$ cat src/sv/base64_stream_codec_unit_macros.svh
// Assertion macros for the Base64 stream codec.
// Used by the top level only; expects signals named clock and reset in scope.
`ifndef BASE64_STREAM_CODEC_UNIT_MACROS_SVH
`define BASE64_STREAM_CODEC_UNIT_MACROS_SVH

// Check a condition in the same cycle as its trigger
`define B64SC_ASSERT_SAME(label, ante, cons, msg) \
   label: assert property (@(posedge clock) disable iff (reset) (ante) |-> (cons)) \
      else $error(msg);

// Check a condition in the cycle after its trigger
`define B64SC_ASSERT_NEXT(label, ante, cons, msg) \
   label: assert property (@(posedge clock) disable iff (reset) (ante) |=> (cons)) \
      else $error(msg);

`endif

$ cat src/sv/b64sc_pkg.sv
// Shared types, codes and alphabet functions for the Base64 stream codec.
// No dependencies; imported by every module of the block.
`timescale 1ns / 1ps

package b64sc_pkg;

   localparam logic       MODE_ENCODE     = 1'b0;
   localparam logic       MODE_DECODE     = 1'b1;

   localparam logic [1:0] STATUS_OK       = 2'd0;
   localparam logic [1:0] STATUS_BAD_CHAR = 2'd1;
   localparam logic [1:0] STATUS_BAD_LEN  = 2'd2;

   localparam logic [7:0] PAD_CHAR        = 8'h3d;

   localparam int MAX_RESULTS  = 4;
   localparam int RES_IDX_W    = $clog2(MAX_RESULTS);
   localparam int QUEUE_DEPTH  = 4;
   localparam int QUEUE_IDX_W  = $clog2(QUEUE_DEPTH);
   localparam int QUEUE_CNT_W  = $clog2(QUEUE_DEPTH + 1);

   // One result beat
   typedef struct packed {
      logic [7:0] out_byte;
      logic       out_valid;
      logic       out_last;
      logic [1:0] status;
   } result_type;

   // All results caused by one input beat
   typedef struct packed {
      logic [RES_IDX_W-1:0]             last_idx;
      result_type [MAX_RESULTS-1:0]     res;
   } job_type;

   // Map a six-bit value to its alphabet character
   function automatic logic [7:0] sextet_char(input logic [5:0] v);
      logic [7:0] w;
      w = {2'b00, v};
      if (w < 8'd26)      return 8'h41 + w;
      else if (w < 8'd52) return 8'h61 + (w - 8'd26);
      else if (w < 8'd62) return 8'h30 + (w - 8'd52);
      else if (w == 8'd62) return 8'h2b;
      else                return 8'h2f;
   endfunction

   // Map a character to {valid, six-bit value}
   function automatic logic [6:0] char_sextet(input logic [7:0] c);
      logic [7:0] w;
      w = 8'h00;
      if (c >= 8'h41 && c <= 8'h5a) begin
         w = c - 8'h41;
         return {1'b1, w[5:0]};
      end
      if (c >= 8'h61 && c <= 8'h7a) begin
         w = c - 8'h61 + 8'd26;
         return {1'b1, w[5:0]};
      end
      if (c >= 8'h30 && c <= 8'h39) begin
         w = c - 8'h30 + 8'd52;
         return {1'b1, w[5:0]};
      end
      if (c == 8'h2b) return {1'b1, 6'd62};
      if (c == 8'h2f) return {1'b1, 6'd63};
      return 7'd0;
   endfunction

endpackage

$ cat src/sv/b64sc_front.sv
// Front end of the Base64 codec: accepts input beats, keeps message state
// and builds the list of results for each beat. Depends on b64sc_pkg.
`timescale 1ns / 1ps

module b64sc_front (
   input  logic              clock,
   input  logic              reset,
   input  logic              csr_write_en,
   input  logic              csr_write_data,
   input  logic              req_valid,
   input  logic [7:0]        req_data_byte,
   input  logic              req_last,
   output logic              req_stall,
   input  logic              q_full,
   output logic              job_push,
   output b64sc_pkg::job_type job_data
);
   import b64sc_pkg::*;

   logic        mode_ff;
   logic [15:0] store_ff, store_in;
   logic [2:0]  bit_count_ff, bit_count_in;
   logic [1:0]  group_ff, group_in;
   logic        pad_ff, pad_in;
   logic        err_ff, err_in;

   logic        accept;
   logic [2:0]  n;
   logic [7:0]  b0, b1, b2;
   logic [6:0]  lookup;
   logic [11:0] wide;
   logic [1:0]  st;
   job_type     job;

   assign req_stall = q_full;
   assign accept    = req_valid && !q_full;
   assign lookup    = char_sextet(req_data_byte);
   assign wide      = {store_ff[5:0], lookup[5:0]};

   // Build results and next message state for the offered beat
   always_comb begin
      store_in     = store_ff;
      bit_count_in = bit_count_ff;
      group_in     = group_ff;
      pad_in       = pad_ff;
      err_in       = err_ff;
      job          = '0;
      n            = 3'd0;
      b0           = 8'h00;
      b1           = 8'h00;
      b2           = req_data_byte;
      st           = STATUS_OK;
      if (mode_ff == MODE_ENCODE) begin
         if (group_ff == 2'd2) begin
            // full group: four characters
            b0 = store_ff[15:8];
            b1 = store_ff[7:0];
            job.res[0] = '{sextet_char(b0[7:2]), 1'b1, 1'b0, STATUS_OK};
            job.res[1] = '{sextet_char({b0[1:0], b1[7:4]}), 1'b1, 1'b0, STATUS_OK};
            job.res[2] = '{sextet_char({b1[3:0], b2[7:6]}), 1'b1, 1'b0, STATUS_OK};
            job.res[3] = '{sextet_char(b2[5:0]), 1'b1, req_last, STATUS_OK};
            n        = 3'd4;
            group_in = 2'd0;
            store_in = 16'h0000;
         end else begin
            store_in = {store_ff[7:0], req_data_byte};
            group_in = group_ff + 2'd1;
            if (req_last) begin
               // flush a partial group with padding
               if (group_in == 2'd1) begin
                  b0 = req_data_byte;
                  b1 = 8'h00;
               end else begin
                  b0 = store_ff[7:0];
                  b1 = req_data_byte;
               end
               job.res[0] = '{sextet_char(b0[7:2]), 1'b1, 1'b0, STATUS_OK};
               job.res[1] = '{sextet_char({b0[1:0], b1[7:4]}), 1'b1, 1'b0, STATUS_OK};
               if (group_in == 2'd2)
                  job.res[2] = '{sextet_char({b1[3:0], 2'b00}), 1'b1, 1'b0, STATUS_OK};
               else
                  job.res[2] = '{PAD_CHAR, 1'b1, 1'b0, STATUS_OK};
               job.res[3] = '{PAD_CHAR, 1'b1, 1'b1, STATUS_OK};
               n = 3'd4;
            end
         end
      end else begin
         group_in = group_ff + 2'd1;
         if (!pad_ff && !err_ff) begin
            if (req_data_byte == PAD_CHAR) begin
               pad_in = 1'b1;
            end else if (!lookup[6]) begin
               err_in = 1'b1;
               if (!req_last) begin
                  job.res[0] = '{8'h00, 1'b0, 1'b0, STATUS_BAD_CHAR};
                  n = 3'd1;
               end
            end else begin
               // pack the sextet; emit a byte once eight bits are held
               case (bit_count_ff)
                  3'd2: begin
                     job.res[0]   = '{wide[7:0], 1'b1, 1'b0, STATUS_OK};
                     n            = 3'd1;
                     store_in     = 16'h0000;
                     bit_count_in = 3'd0;
                  end
                  3'd4: begin
                     job.res[0]   = '{wide[9:2], 1'b1, 1'b0, STATUS_OK};
                     n            = 3'd1;
                     store_in     = {14'h0000, wide[1:0]};
                     bit_count_in = 3'd2;
                  end
                  3'd6: begin
                     job.res[0]   = '{wide[11:4], 1'b1, 1'b0, STATUS_OK};
                     n            = 3'd1;
                     store_in     = {12'h000, wide[3:0]};
                     bit_count_in = 3'd4;
                  end
                  default: begin
                     store_in     = {10'h000, lookup[5:0]};
                     bit_count_in = 3'd6;
                  end
               endcase
            end
         end
         if (req_last) begin
            // closing status beat
            if (group_in != 2'd0)
               st = STATUS_BAD_LEN;
            else if (err_in)
               st = STATUS_BAD_CHAR;
            job.res[n[RES_IDX_W-1:0]] = '{8'h00, 1'b0, 1'b1, st};
            n = n + 3'd1;
         end
      end
      if (req_last) begin
         store_in     = 16'h0000;
         bit_count_in = 3'd0;
         group_in     = 2'd0;
         pad_in       = 1'b0;
         err_in       = 1'b0;
      end
      job.last_idx = n[RES_IDX_W-1:0] - 2'd1;
   end

   assign job_push = accept && (n != 3'd0);
   assign job_data = job;

   // Hold mode; advance message state on each accepted beat
   always_ff @(posedge clock) begin
      if (reset) begin
         mode_ff      <= MODE_ENCODE;
         store_ff     <= 16'h0000;
         bit_count_ff <= 3'd0;
         group_ff     <= 2'd0;
         pad_ff       <= 1'b0;
         err_ff       <= 1'b0;
      end else if (csr_write_en) begin
         mode_ff      <= csr_write_data;
         store_ff     <= 16'h0000;
         bit_count_ff <= 3'd0;
         group_ff     <= 2'd0;
         pad_ff       <= 1'b0;
         err_ff       <= 1'b0;
      end else if (accept) begin
         store_ff     <= store_in;
         bit_count_ff <= bit_count_in;
         group_ff     <= group_in;
         pad_ff       <= pad_in;
         err_ff       <= err_in;
      end
   end

endmodule

$ cat src/sv/b64sc_queue.sv
// Short job queue between the front and back of the Base64 codec.
// Depends on b64sc_pkg for the job type and depth.
`timescale 1ns / 1ps

module b64sc_queue (
   input  logic              clock,
   input  logic              reset,
   input  logic              push,
   input  b64sc_pkg::job_type push_data,
   input  logic              pop,
   output b64sc_pkg::job_type pop_data,
   output logic              full,
   output logic              empty
);
   import b64sc_pkg::*;

   job_type                 entry_ff [QUEUE_DEPTH];
   logic [QUEUE_IDX_W-1:0]  wr_ptr_ff;
   logic [QUEUE_IDX_W-1:0]  rd_ptr_ff;
   logic [QUEUE_CNT_W-1:0]  count_ff;

   assign full     = (count_ff == QUEUE_CNT_W'(QUEUE_DEPTH));
   assign empty    = (count_ff == '0);
   assign pop_data = entry_ff[rd_ptr_ff];

   // Store pushed jobs
   always_ff @(posedge clock) begin
      if (push)
         entry_ff[wr_ptr_ff] <= push_data;
   end

   // Advance pointers and occupancy
   always_ff @(posedge clock) begin
      if (reset) begin
         wr_ptr_ff <= '0;
         rd_ptr_ff <= '0;
         count_ff  <= '0;
      end else begin
         if (push)
            wr_ptr_ff <= wr_ptr_ff + 1'b1;
         if (pop)
            rd_ptr_ff <= rd_ptr_ff + 1'b1;
         if (push && !pop)
            count_ff <= count_ff + 1'b1;
         else if (pop && !push)
            count_ff <= count_ff - 1'b1;
      end
   end

endmodule

$ cat src/sv/b64sc_back.sv
// Back end of the Base64 codec: takes jobs from the queue and sends their
// results one beat per cycle while rsp is not stalled, through an output register. Depends on b64sc_pkg.
`timescale 1ns / 1ps

module b64sc_back (
   input  logic              clock,
   input  logic              reset,
   input  logic              q_empty,
   input  b64sc_pkg::job_type q_data,
   output logic              q_pop,
   output logic              busy,
   output logic              rsp_valid,
   input  logic              rsp_stall,
   output logic [7:0]        rsp_out_byte,
   output logic              rsp_out_valid,
   output logic              rsp_out_last,
   output logic [1:0]        rsp_status
);
   import b64sc_pkg::*;

   job_type                cur_ff;
   logic [RES_IDX_W-1:0]   idx_ff;
   logic                   busy_ff;
   logic                   rsp_valid_ff;
   result_type             rsp_ff;

   logic out_ready;
   logic emit;
   logic done;

   assign out_ready = !rsp_valid_ff || !rsp_stall;
   assign emit      = busy_ff && out_ready;
   assign done      = emit && (idx_ff == cur_ff.last_idx);
   assign q_pop     = !q_empty && (!busy_ff || done);
   assign busy      = busy_ff;

   // Load the next job as the current one finishes
   always_ff @(posedge clock) begin
      if (q_pop)
         cur_ff <= q_data;
   end

   always_ff @(posedge clock) begin
      if (reset) begin
         busy_ff <= 1'b0;
         idx_ff  <= '0;
      end else if (q_pop) begin
         busy_ff <= 1'b1;
         idx_ff  <= '0;
      end else if (done) begin
         busy_ff <= 1'b0;
      end else if (emit) begin
         idx_ff <= idx_ff + 1'b1;
      end
   end

   // Output register: hold while stalled, drop once taken
   always_ff @(posedge clock) begin
      if (emit)
         rsp_ff <= cur_ff.res[idx_ff];
   end

   always_ff @(posedge clock) begin
      if (reset)
         rsp_valid_ff <= 1'b0;
      else if (emit)
         rsp_valid_ff <= 1'b1;
      else if (!rsp_stall)
         rsp_valid_ff <= 1'b0;
   end

   assign rsp_valid     = rsp_valid_ff;
   assign rsp_out_byte  = rsp_ff.out_byte;
   assign rsp_out_valid = rsp_ff.out_valid;
   assign rsp_out_last  = rsp_ff.out_last;
   assign rsp_status    = rsp_ff.status;

endmodule

$ cat src/sv/base64_stream_codec_unit.sv
// Channel   Handshake              Payload
// req       req_valid / req_stall  req_data_byte, req_last
// rsp       rsp_valid / rsp_stall  rsp_out_byte, rsp_out_valid, rsp_out_last, rsp_status
// csr       csr_write_en           csr_write_data (mode: 0 encode, 1 decode)
//
// An input beat is taken every cycle while the four-entry job queue has room.
// The back end sends one result per cycle while rsp is not stalled, so an encode
// beat with a full group yields four results and a decode beat at most two.
// The first result of a beat passes the queue entry, the job register and the
// output register. Synchronous reset clears control state; no clearing pass.
// A stalled rsp holds its beat; req_stall rises only when the queue is full.
`timescale 1ns / 1ps
`include "base64_stream_codec_unit_macros.svh"

module base64_stream_codec_unit (
   input  logic       clock,
   input  logic       reset,
   input  logic       csr_write_en,
   input  logic       csr_write_data,
   input  logic       req_valid,
   output logic       req_stall,
   input  logic [7:0] req_data_byte,
   input  logic       req_last,
   output logic       rsp_valid,
   input  logic       rsp_stall,
   output logic [7:0] rsp_out_byte,
   output logic       rsp_out_valid,
   output logic       rsp_out_last,
   output logic [1:0] rsp_status
);
   import b64sc_pkg::*;

   logic    q_push;
   logic    q_pop;
   logic    q_full;
   logic    q_empty;
   logic    back_busy;
   logic    status_only;
   logic    status_marked;
   job_type push_job;
   job_type pop_job;

   // Accept and classify beats
   b64sc_front u_front (
      .clock          (clock),
      .reset          (reset),
      .csr_write_en   (csr_write_en),
      .csr_write_data (csr_write_data),
      .req_valid      (req_valid),
      .req_data_byte  (req_data_byte),
      .req_last       (req_last),
      .req_stall      (req_stall),
      .q_full         (q_full),
      .job_push       (q_push),
      .job_data       (push_job)
   );

   // Decouple front from back
   b64sc_queue u_queue (
      .clock     (clock),
      .reset     (reset),
      .push      (q_push),
      .push_data (push_job),
      .pop       (q_pop),
      .pop_data  (pop_job),
      .full      (q_full),
      .empty     (q_empty)
   );

   // Send results
   b64sc_back u_back (
      .clock         (clock),
      .reset         (reset),
      .q_empty       (q_empty),
      .q_data        (pop_job),
      .q_pop         (q_pop),
      .busy          (back_busy),
      .rsp_valid     (rsp_valid),
      .rsp_stall     (rsp_stall),
      .rsp_out_byte  (rsp_out_byte),
      .rsp_out_valid (rsp_out_valid),
      .rsp_out_last  (rsp_out_last),
      .rsp_status    (rsp_status)
   );

   // Classify a status-only result beat
   assign status_only   = rsp_valid && !rsp_out_valid;
   assign status_marked = rsp_out_last || (rsp_status != STATUS_OK);

   `B64SC_ASSERT_SAME(a_no_push_when_full, q_full, !q_push, "job pushed into a full queue")
   `B64SC_ASSERT_NEXT(a_back_picks_up, !q_empty && !back_busy, back_busy, "job left waiting")
   `B64SC_ASSERT_SAME(a_status_beat, status_only, status_marked, "empty status beat")

endmodule

$ cat config.mk
export PLATFORM = sky130hd
export DESIGN_NAME = base64_stream_codec_unit
export DESIGN_NICKNAME = d
export VERILOG_FILES = /design/src/sv/b64sc_pkg.sv /design/src/sv/b64sc_front.sv /design/src/sv/b64sc_queue.sv /design/src/sv/b64sc_back.sv /design/src/sv/base64_stream_codec_unit.sv
export VERILOG_INCLUDE_DIRS = /design/src /design/src/sv
export SDC_FILE = /design/constraint.sdc
export NUM_CORES = 1
export LEC_CHECK = 0
export BUFFER_PORTS_ARGS = -buffer_cell sky130_fd_sc_hd__buf_2
export CAP_MARGIN = 30
export CORE_ASPECT_RATIO = 1.1
export CORE_MARGIN = 2
export CORE_UTILIZATION = 60
export DETAILED_ROUTE_END_ITERATION = 8
export GPL_TIMING_DRIVEN = 0
export HOLD_SLACK_MARGIN = 0.03
export PLACE_DENSITY = 0.77
export SYNTH_ARGS = -nofsm -noshare
export SYNTH_HDL_FRONTEND = slang
export SYNTH_SLANG_ARGS = --single-unit
$ cat constraint.sdc
create_clock -name clock -period 13 [get_ports clock]
set_clock_uncertainty 0.2 [all_clocks]
set_input_delay 0.65 -clock clock [delete_from_list [all_inputs] [get_ports clock]]
set_output_delay 0.65 -clock clock [all_outputs]
set_load 0.02 [all_outputs]
# Word level (Yosys, flattened, before mapping)
# Memory sizes are Yosys's and may differ from the RTL's. A register that Yosys moved wholly into a read port is not among the register bits.
# Cells that the tools add are included.
# classes
addsub	48
order_cmp	29
eq_ne	22
n_mux	123
bitwise	1
n_reduce_logical	40
# ops
op	n
$mux 8	28
$mux 48	3
$mux 16	6
$mux 12	7
$lt 6x6->1 const B	13
$mux 7	10
$mux 3	21
$add 6x8->8 const A	7
$add 7x6->8 const A	7
$add 7x8->8 const A	7
$sub 6x5->7 const B	7
$sub 6x6->7 const B	7
$bwmux 48	1
$mux 46	1
$lt 6x5->1 const B	7
$eq 6x6->1 const B	6
$pmux 12 s3	1
$mux 1	35
$bmux 12 s2	1
$demux 12 s2	1
$eq 8x6->1 const B	3
$pmux 6 s3	1
$ge 8x7->1 const B	2
$le 8x7->1 const B	2
34 further kinds	79
# totals
ff_bits	47
mem_bits_rw	200
inputBits	15
memories	1
# memory_table
name	words	word_bits	rd	rd_ports_with_merged_regs	write_ports	line	source
u_queue.entry_ff	4	50	1	1	1	b64sc_queue.sv:17	job_type entry_ff [QUEUE_DEPTH];

# Logic depth before layout (Yosys ltp)
# Gate-level depths: netlist of run 1.
# depth
depth_word	31
mapped_depth	23
depth_no_buf	20

# Hierarchy
# A second synthesis of run 1 with hierarchy kept.
# hier_totals
hier_cells	1277
hier_area_um2	15997.8
# modules_own_cells
module	n_inst	cells_each	area_per_inst_um2	seq_area_each_um2
b64sc_queue	1	306	7701.1	6185.9
b64sc_front	1	869	5868.1	460.4
b64sc_back	1	102	2428.6	1941.9

# Worst setup path after synthesis of run 1
# OpenSTA, ideal clock, no wires.
# synth_timing
path_type	input to register
start	input req_data_byte[0]
end	memory u_queue.entry_ff[0][0] in the netlist's numbering (enable)
setup_ns	0.405
arrival_ns	4.740
t_required_ns	12.395
setup_slack_ns	7.656
path_stages	16
n_path_buf	3
path_cell_list	buf_2 -> clkbuf_1 -> inv_1 -> ha_1 -> nand2b_1 -> a32o_1 -> a31o_2 -> or2_1 -> buf_2 -> mux2i_1 -> nand2_1 -> ha_1 -> nand2b_1 -> ha_1 -> a21oi_2 -> and2_1
# synth_between
elab_chain_cells	22
# synth_lines
element	line	source
start, declared	base64_stream_codec_unit.sv:22	input logic [7:0] req_data_byte,
$ge 8x7->1, or another cell as far along	b64sc_pkg.sv:55	if (c >= 8'h61 && c <= 8'h7a) begin
$logic_and 1x1->1 or $mux 1 (tied branches)	b64sc_pkg.sv:55, b64sc_pkg.sv:64	
$mux 7 or $mux 1 (tied branches)	b64sc_pkg.sv:55, b64sc_pkg.sv:64	
$mux 7 or $mux 1 (tied branches)	b64sc_pkg.sv:59, b64sc_pkg.sv:63	
$mux 7 or $mux 1 (tied branches)	b64sc_pkg.sv:63, b64sc_pkg.sv:59	
$mux 7 or $mux 1 (tied branches)	b64sc_pkg.sv:64, b64sc_pkg.sv:55	
$mux 7	b64sc_pkg.sv:65	return 7'd0;
$mux 7	b64sc_pkg.sv:64	if (c == 8'h2f) return {1'b1, 6'd63};
[7 not listed]	--	
$add 3x1->3	b64sc_front.sv:133	n = n + 3'd1;
$mux 3 (*)	b64sc_front.sv:126	if (req_last) begin
$mux 3 (*)	b64sc_front.sv:53	if (mode_ff == MODE_ENCODE) begin
$reduce_bool 3->1 (*)	b64sc_front.sv:146	assign job_push = accept && (n != 3'd0);
$logic_and 1x1->1 (*)	b64sc_front.sv:146	
net q_push	base64_stream_codec_unit.sv:33	logic q_push;
$mux 1 (*)	b64sc_queue.sv:28	if (push)
$mux 1 (not written as such) (*)	b64sc_queue.sv:29	entry_ff[wr_ptr_ff] <= push_data;
end, declared	b64sc_queue.sv:17	
# The timed path passes the listed nets; every way through them passes the cells marked *. The select of a mux whose other input is x is not followed.

# Worst setup path after layout of run 1
# layout_timing
start	input req_data_byte[0]
end	register u_queue.count_ff[2]
# layout_between
elab_chain_cells	23
# layout_lines
element	line	source
$ge 8x7->1, or another cell as far along	b64sc_pkg.sv:55	
$logic_and 1x1->1 or $mux 1 (tied branches)	b64sc_pkg.sv:55, b64sc_pkg.sv:64	
$mux 7 or $mux 1 (tied branches)	b64sc_pkg.sv:55, b64sc_pkg.sv:64	
$mux 7 or $mux 1 (tied branches)	b64sc_pkg.sv:59, b64sc_pkg.sv:63	
$mux 7 or $mux 1 (tied branches)	b64sc_pkg.sv:63, b64sc_pkg.sv:59	
$mux 7 or $mux 1 (tied branches)	b64sc_pkg.sv:64, b64sc_pkg.sv:55	
$mux 7	b64sc_pkg.sv:65	
$mux 7	b64sc_pkg.sv:64	
[8 not listed]	--	
$mux 3 (*)	b64sc_front.sv:126	
$mux 3 (*)	b64sc_front.sv:53	
$reduce_bool 3->1 (*)	b64sc_front.sv:146	
$logic_and 1x1->1 (*)	b64sc_front.sv:146	
net q_push	base64_stream_codec_unit.sv:33	
$logic_not 1->1	b64sc_queue.sv:45	else if (pop && !push)
$logic_and 1x1->1	b64sc_queue.sv:45	
$reduce_bool 2->1 (no line)	--	
end signal, assigned	b64sc_queue.sv:44	count_ff <= count_ff + 1'b1;
end signal, assigned	b64sc_queue.sv:46	count_ff <= count_ff - 1'b1;
end, declared	b64sc_queue.sv:20	logic [QUEUE_CNT_W-1:0] count_ff;
# Marked as above.
# A chain may end at the register's enable or synchronous reset.

==> impl_metrics.json, run 1 <==
{
  "io_pins": 29,
  "max_slew_margin_pct": 37.1,
  "critPathLaunchType": "primary input",
  "syn_area_um2": 14300,
  "status": "finished clean",
  "core-area_um2": 23500,
  "root_buffer": "clkbuf_16",
  "grt_pass1_vias": 9996,
  "worstSetupEndpoint": "u_queue.count_ff[2]",
  "synth_top_family_by_area": "compound AO/OA/AOI/OAI gates",
  "power_per_cell_area_nw_per_um2": 157,
  "dieArea_um2": 25100,
  "path_clk_slew_ns": 0.06,
  "place_area_um2": 15000,
  "die_h_um": 166,
  "critical_path_arrival_ns": 6.03,
  "grt_pass1_wl_mm": 56.9,
  "cts_resized": 0,
  "synth_seq_cells": 261,
  "cpMostUsedCell": "ha_1",
  "synth_area_leaders": "edfxtp_1 48%, mux4_2 8.0%, ha_1 7.2%, dfxtp_1 4.8%, xor2_1 2.7%",
  "synth_compound_area_share_pct": 12.1,
  "yosys.area.top_type_share_pct": 47.6,
  "drt-initial-drc-count": 1046,
  "rows": 59,
  "synth.avg_cell_area_um2": 12.0,
  "clkSinkCount": 261,
  "final_cell_mix": "227 x edfxtp_1, 102 x nand2_1, 82 x ha_1, 74 x a21oi_1, 68 x nor2_1",
  "numCtsBuffers": 26,
  "cts_hold_buf": 0,
  "wl_mm": 36.9,
  "hold_viol": 0,
  "place_congestion": 0.969,
  "hp-class": "in -> reg",
  "async_reset_ff_share_pct": 0,
  "drive_gt1_share_pct": 13.1,
  "antenna_found_initial": 0,
  "path_cells": "buf_2 -> buf_2 -> clkbuf_1 -> inv_1 -> ha_1 -> nand2b_1 -> a21oi_1 -> o31ai_2 -> or2_1 -> buf_2 -> mux2i_1 -> nand2_1 -> ha_1 -> nand2b_1 -> ha_1 -> a21oi_2 -> ha_1 -> inv_1 -> fa_1 -> xor2_1 -> or3_1 -> a21oi_1",
  "yosys.area.top_type": "edfxtp_1",
  "r2r-start": "u_front.store_ff[4]",
  "vias_per_cell": 6.42,
  "cts_post_setup_buffers_inserted": 0,
  "slowest_stage": "o31ai_2",
  "synth_seq_area_share_pct": 52.4,
  "wire_per_inst_um": 23.3,
  "yosysUniqueCellTypes": 83,
  "critical_path.max_fanout": 10,
  "firstDrtPassIters": 8,
  "clock_latency_ns": 0.52,
  "synth_edf_count": 227,
  "final_area_um2": 15800,
  "reg2reg_to": "u_queue.entry_ff[0][9]",
  "slew_viol_final": 0,
  "final_common_cell": "edfxtp_1",
  "finalWorstSetupSlack_ns": 7.20,
  "place_ws_ns": 6.81,
  "criticalPathCategory": "in -> reg",
  "synth_flop_cell": "edfxtp_1",
  "antenna_left": 0,
  "gr-total-overflow": 0,
  "cp.depth": 22,
  "muxShareOfSynthArea_pct": 9.62,
  "setup_viol": 0,
  "worst_pin_slew_ns": 0.943,
  "port-buffer-count": 28,
  "diodes": 0,
  "cts_tree": "built",
  "crit_path_end_kind": "flip-flop",
  "cp-startpoint": "req_data_byte[0]",
  "grt_max_degree": 35,
  "cap_violations": 0,
  "synth-xor-area-share_pct": 5.07,
  "post-route-drc-count": 0,
  "initial_core_util_pct": 60.8,
  "rsz0062_at_grt": "no",
  "cts_max_level": 1,
  "fmax_mhz": 172,
  "p_leak_nw": 5.51,
  "syn-instance-count": 1191,
  "fin_nets": 1354,
  "fillers": 1695,
  "die_w_um": 151,
  "ir_worst_vdd_mv": 0.127,
  "hpwlAfterDp_mm": 25.9,
  "cp_data_required_time_ns": 13.23,
  "yosys.area_share.simple_pct": 10.3,
  "fin_crit_sh_pct": 44.6,
  "setup_tns_ns": 0,
  "reg2reg_slack_ns": 8.78,
  "vias": 10144,
  "cts_buffer_depth": 3,
  "critPathBufInv": 6,
  "cp_top_family": "adder cells",
  "final.min_clock_period_ns": 5.80,
  "synthAdderAreaFrac_pct": 7.31,
  "worstRegToRegCells": 10,
  "grt_usage_pct": 29.7,
  "yosys_warnings": 0,
  "area.growth.synth_to_final_pct": 10.5,
  "critPathMaxStageDelay_ns": 0.58
}
==> final cells by class <==
| cell class | count | area [µm²] | area share [%] |
|---|---|---|---|
| sequential | 261 | 7500 | 47.4 |
| multi-input combinational | 815 | 6380 | 40.3 |
| clock buffer | 33 | 708 | 4.48 |
| tap | 305 | 382 | 2.41 |
| buffer | 72 | 283 | 1.79 |
| timing repair buffer | 34 | 248 | 1.57 |
| inverter | 46 | 174 | 1.10 |
| clock inverter | 15 | 148 | 0.933 |
==> synthesized netlist by cell type, types with 7 or more instances <==
library cell  number
o211ai_1          16
nor2b_1            9
nand4_1            8
a211oi_1           7
a22o_1            11
nor4_1             7
a31oi_1           15
nand2_1          102
a21oi_1           74
inv_1             44
o21ai_0           60
nor3_1            21
buf_2             10
mux4_2            51
clkbuf_1          48
mux2i_1           18
ha_1              82
xor2_1            44
nor2_1            68
nand2b_1          12
xnor2_1           37
and2_1            12
nand3_1           34
edfxtp_1         227
buf_1             14
dfxtp_1           34
==> worst reg2reg max path, stage by stage, from the launching register on <==
cell	delay, ns
dfxtp_1	0.38
clkbuf_1	0.45
inv_1	0.20
o21ai_0	0.57
inv_1	0.23
ha_1	0.25
a21oi_1	0.26
nand3b_1	0.12
a2111oi_0	0.64
a221o_1	0.23
o221ai_1	0.31
==> per-stage QoR <==
step / instances / power [mW] / util (%) / hold WS, ns
5_1_grt: 1581 / 2.58 / 67.2 / 0.186
4_1_cts: 1580 / 2.49 / 67.1 / 0.184
6_report: 1581 / 2.48 / 67.2 / 0.195
3_3_place_gp: 1527 / 1.71 / 63.1 / 0.272
2_1_floorplan: 1194 / 1.55 / - / 0.246
3_5_place_dp: 1532 / 1.75 / 63.5 / 0.287
==> flip-flops by register name, indices dropped and copies added, names as in the netlist, 3 cells and up <==
| signal | cells |
|---|---|
| u_queue.count_ff | 3 |
| u_front.store_ff | 16 |
| u_queue.entry_ff | 172 |
| u_back.cur_ff | 43 |
| u_back.rsp_out_byte | 8 |
==> report_power, final <==
| part | switching (mW) | leakage [nW] | total (mW) | internal, mW |
|---|---|---|---|---|
| combinational | 0.348 | 2.69 | 0.577 | 0.229 |
| sequential | 0.0623 | 2.40 | 1.16 | 1.10 |
| clock | 0.316 | 0.409 | 0.744 | 0.429 |
| total | 0.726 | 5.51 | 2.48 | 1.76 |
==> cells by family (layout without fill, tap and decap cells) <==
kind of cell / after synthesis / in the layout
other: 1 / 4
adder cells (fa/ha/maj): 83 / 83
XOR/XNOR: 82 / 82
AND/OR/NAND/NOR: 308 / 308
buffers and inverters: 118 / 200
AO/OA/AOI/OAI: 265 / 265
flip-flops: 261 / 261
multiplexers: 73 / 73
==> worst min path at each step <==
| stage | from | end | slack (ns) | cells past startpoint |
|---|---|---|---|---|
| 6_report | reset | u_back.idx_ff[1] | 0.19 | 2 |
| 4_1_cts | reset | u_back.idx_ff[1] | 0.18 | 2 |
| 3_5_place_dp | u_front.bit_count_ff[1] | u_front.bit_count_ff[1] | 0.29 | 2 |
| 3_3_place_gp | u_back.busy | u_back.rsp_valid | 0.27 | 2 |
| 5_1_grt | reset | u_back.idx_ff[1] | 0.19 | 2 |
| 2_1_floorplan | u_back.busy | u_back.rsp_valid | 0.25 | 2 |
==> per-layer routing <==
layer	up-vias	GRT usage [%]	share of wire (%)
li1	4607	-	-
met1	4967	39.8	40
met2	459	48.2	48
met3	111	4.48	7.2
met4	0	13.3	5.0
met5	-	0	0
(Power assumes the default switching activity.)
==> run 2, diff against run 1 <==
clock period = 6.01 ns   (was 13 ns; I/O delays follow)
==> run 2 against run 1 <==
Compared with the run above:
- core utilization grew 0.17 points
- flip-flop and latch count is the same
- final area grew 0.25%
- critical path type unchanged
- hold slack lost 0.093 ns
==> impl_metrics.json, run 2 (synthesis gave the netlist of run 1 again) <==
{
  "grt_pass1_wl_mm": 57.0,
  "io_pins": 29,
  "hold_start": "req_last",
  "critical_path.max_fanout": 10,
  "post-route-drc-count": 0,
  "critical_path_arrival_ns": 5.70,
  "final.min_clock_period_ns": 5.47,
  "vias": 10169,
  "vias_per_cell": 6.42,
  "area.growth.synth_to_final_pct": 10.8,
  "largest_reg_flops": 172,
  "fin_crit_sh_pct": 91.0,
  "cts_tree": "built",
  "setup_tns_ns": 0,
  "rsz0062_at_grt": "no",
  "p_leak_nw": 5.52,
  "die_h_um": 166,
  "hp-class": "in -> reg",
  "fin_nets": 1358,
  "worst_pin_slew_ns": 0.957,
  "worstRegToRegCells": 10,
  "grt_usage_pct": 29.8,
  "crit_path_end_kind": "flip-flop",
  "reg_top3": "u_queue.entry_ff x172, u_back.cur_ff x43, u_front.store_ff x16",
  "clock_latency_ns": 0.52,
  "clkSinkCount": 261,
  "gr-total-overflow": 0,
  "finalHoldWorstSlack_ns": 0.101,
  "regMostFlops": "u_queue.entry_ff",
  "cp_data_required_time_ns": 6.24,
  "setup_viol": 0,
  "status": "finished clean",
  "final_common_cell": "edfxtp_1",
  "path_clk_slew_ns": 0.07,
  "slew_viol_final": 0,
  "max_slew_margin_pct": 36.2,
  "rows": 59,
  "wl_mm": 37.0,
  "cap_violations": 0,
  "critPathLaunchType": "primary input",
  "cts_max_level": 1,
  "antenna_left": 0,
  "power_per_cell_area_nw_per_um2": 339,
  "cp-startpoint": "req_data_byte[0]",
  "firstDrtPassIters": 8,
  "fmax_mhz": 183,
  "dieArea_um2": 25100,
  "cts_hold_buf": 4,
  "die_w_um": 151,
  "core-area_um2": 23500,
  "grt_max_degree": 35,
  "wire_per_inst_um": 23.3,
  "cts_post_setup_buffers_inserted": 0,
  "place_congestion": 0.969,
  "drt-initial-drc-count": 1043,
  "grt_pass1_vias": 10024,
  "final_cell_mix": "227 x edfxtp_1, 102 x nand2_1, 82 x ha_1, 74 x a21oi_1, 68 x nor2_1",
  "cts_buffer_depth": 3,
  "drive_gt1_share_pct": 13.0,
  "antenna_found_initial": 0,
  "diodes": 0,
  "criticalPathCategory": "in -> reg",
  "root_buffer": "clkbuf_16",
  "cts_resized": 0,
  "hold_viol": 0,
  "hpwlAfterDp_mm": 25.9,
  "ir_worst_vdd_mv": 0.273,
  "whs_path_depth": 4,
  "port-buffer-count": 28,
  "r2r-start": "u_front.store_ff[4]",
  "initial_core_util_pct": 60.8,
  "numCtsBuffers": 26
}
run 2: cell count changes in the layout (fill, tap and decap cells not counted):
cell           previous run  this run
dlygate4sd3_1             0         4
run 2: metal layers:
metal / part of all wire (%) / GRT usage [%]
met4: 5.1 / 13.2
met5: 0 / 0
met1: 40 / 39.6
met2: 48 / 48.6
met3: 7.0 / 4.48
run 2: metrics by stage:
step	setup WS, ns	instances	util (%)	cell area (µm²)	power (mW)
2_1_floorplan	1.02	1194	-	14300	3.34
3_3_place_gp	-0.584	1527	63.1	14800	3.70
3_5_place_dp	0.167	1532	63.5	15000	3.78
4_1_cts	0.612	1584	67.3	15900	5.38
5_1_grt	0.252	1585	67.3	15900	5.59
6_report	0.538	1585	67.3	15900	5.37
run 2: area by class of cell:
| type | instances | area, µm² |
|---|---|---|
| sequential | 261 | 7500 |
| clock buffer | 33 | 708 |
| fill | 1688 | 7690 |
| inverter | 46 | 174 |
| buffer | 72 | 283 |
| timing repair buffer | 38 | 288 |
| tap | 305 | 382 |
| multi-input combinational | 815 | 6380 |
| clock inverter | 15 | 148 |
run 2: worst max-delay path, stage by stage:
cell      delay [ns]
buf_2           0.10
buf_2           0.23
clkbuf_1        0.42
inv_1           0.16
ha_1            0.27
nand2b_1        0.08
a21oi_1         0.14
o31ai_2         0.60
or2_1           0.17
buf_2           0.15
mux2i_1         0.26
nand2_1         0.13
ha_1            0.35
nand2b_1        0.25
ha_1            0.27
a21oi_2         0.38
ha_1            0.26
inv_1           0.07
fa_1            0.44
xor2_1          0.18
or3_1           0.33
a21oi_1         0.16
run 2: path summary, 6_finish.rpt:
check | to | slack, ns
worst max-delay path | u_queue.count_ff[2] | 0.54
worst min-delay path | u_front.group_ff[1] | 0.10
worst max register to register | u_queue.entry_ff[0][9] | 1.88
worst min register to register | u_back.rsp_valid | 0.29
run 2: where the power goes:
group | internal (mW) | switching [mW] | leakage, nW | total [mW]
Clock | 0.927 | 0.686 | 0.409 | 1.61
Sequential | 2.37 | 0.135 | 2.40 | 2.51
Combinational | 0.498 | 0.751 | 2.71 | 1.25
Total | 3.80 | 1.57 | 5.52 | 5.37
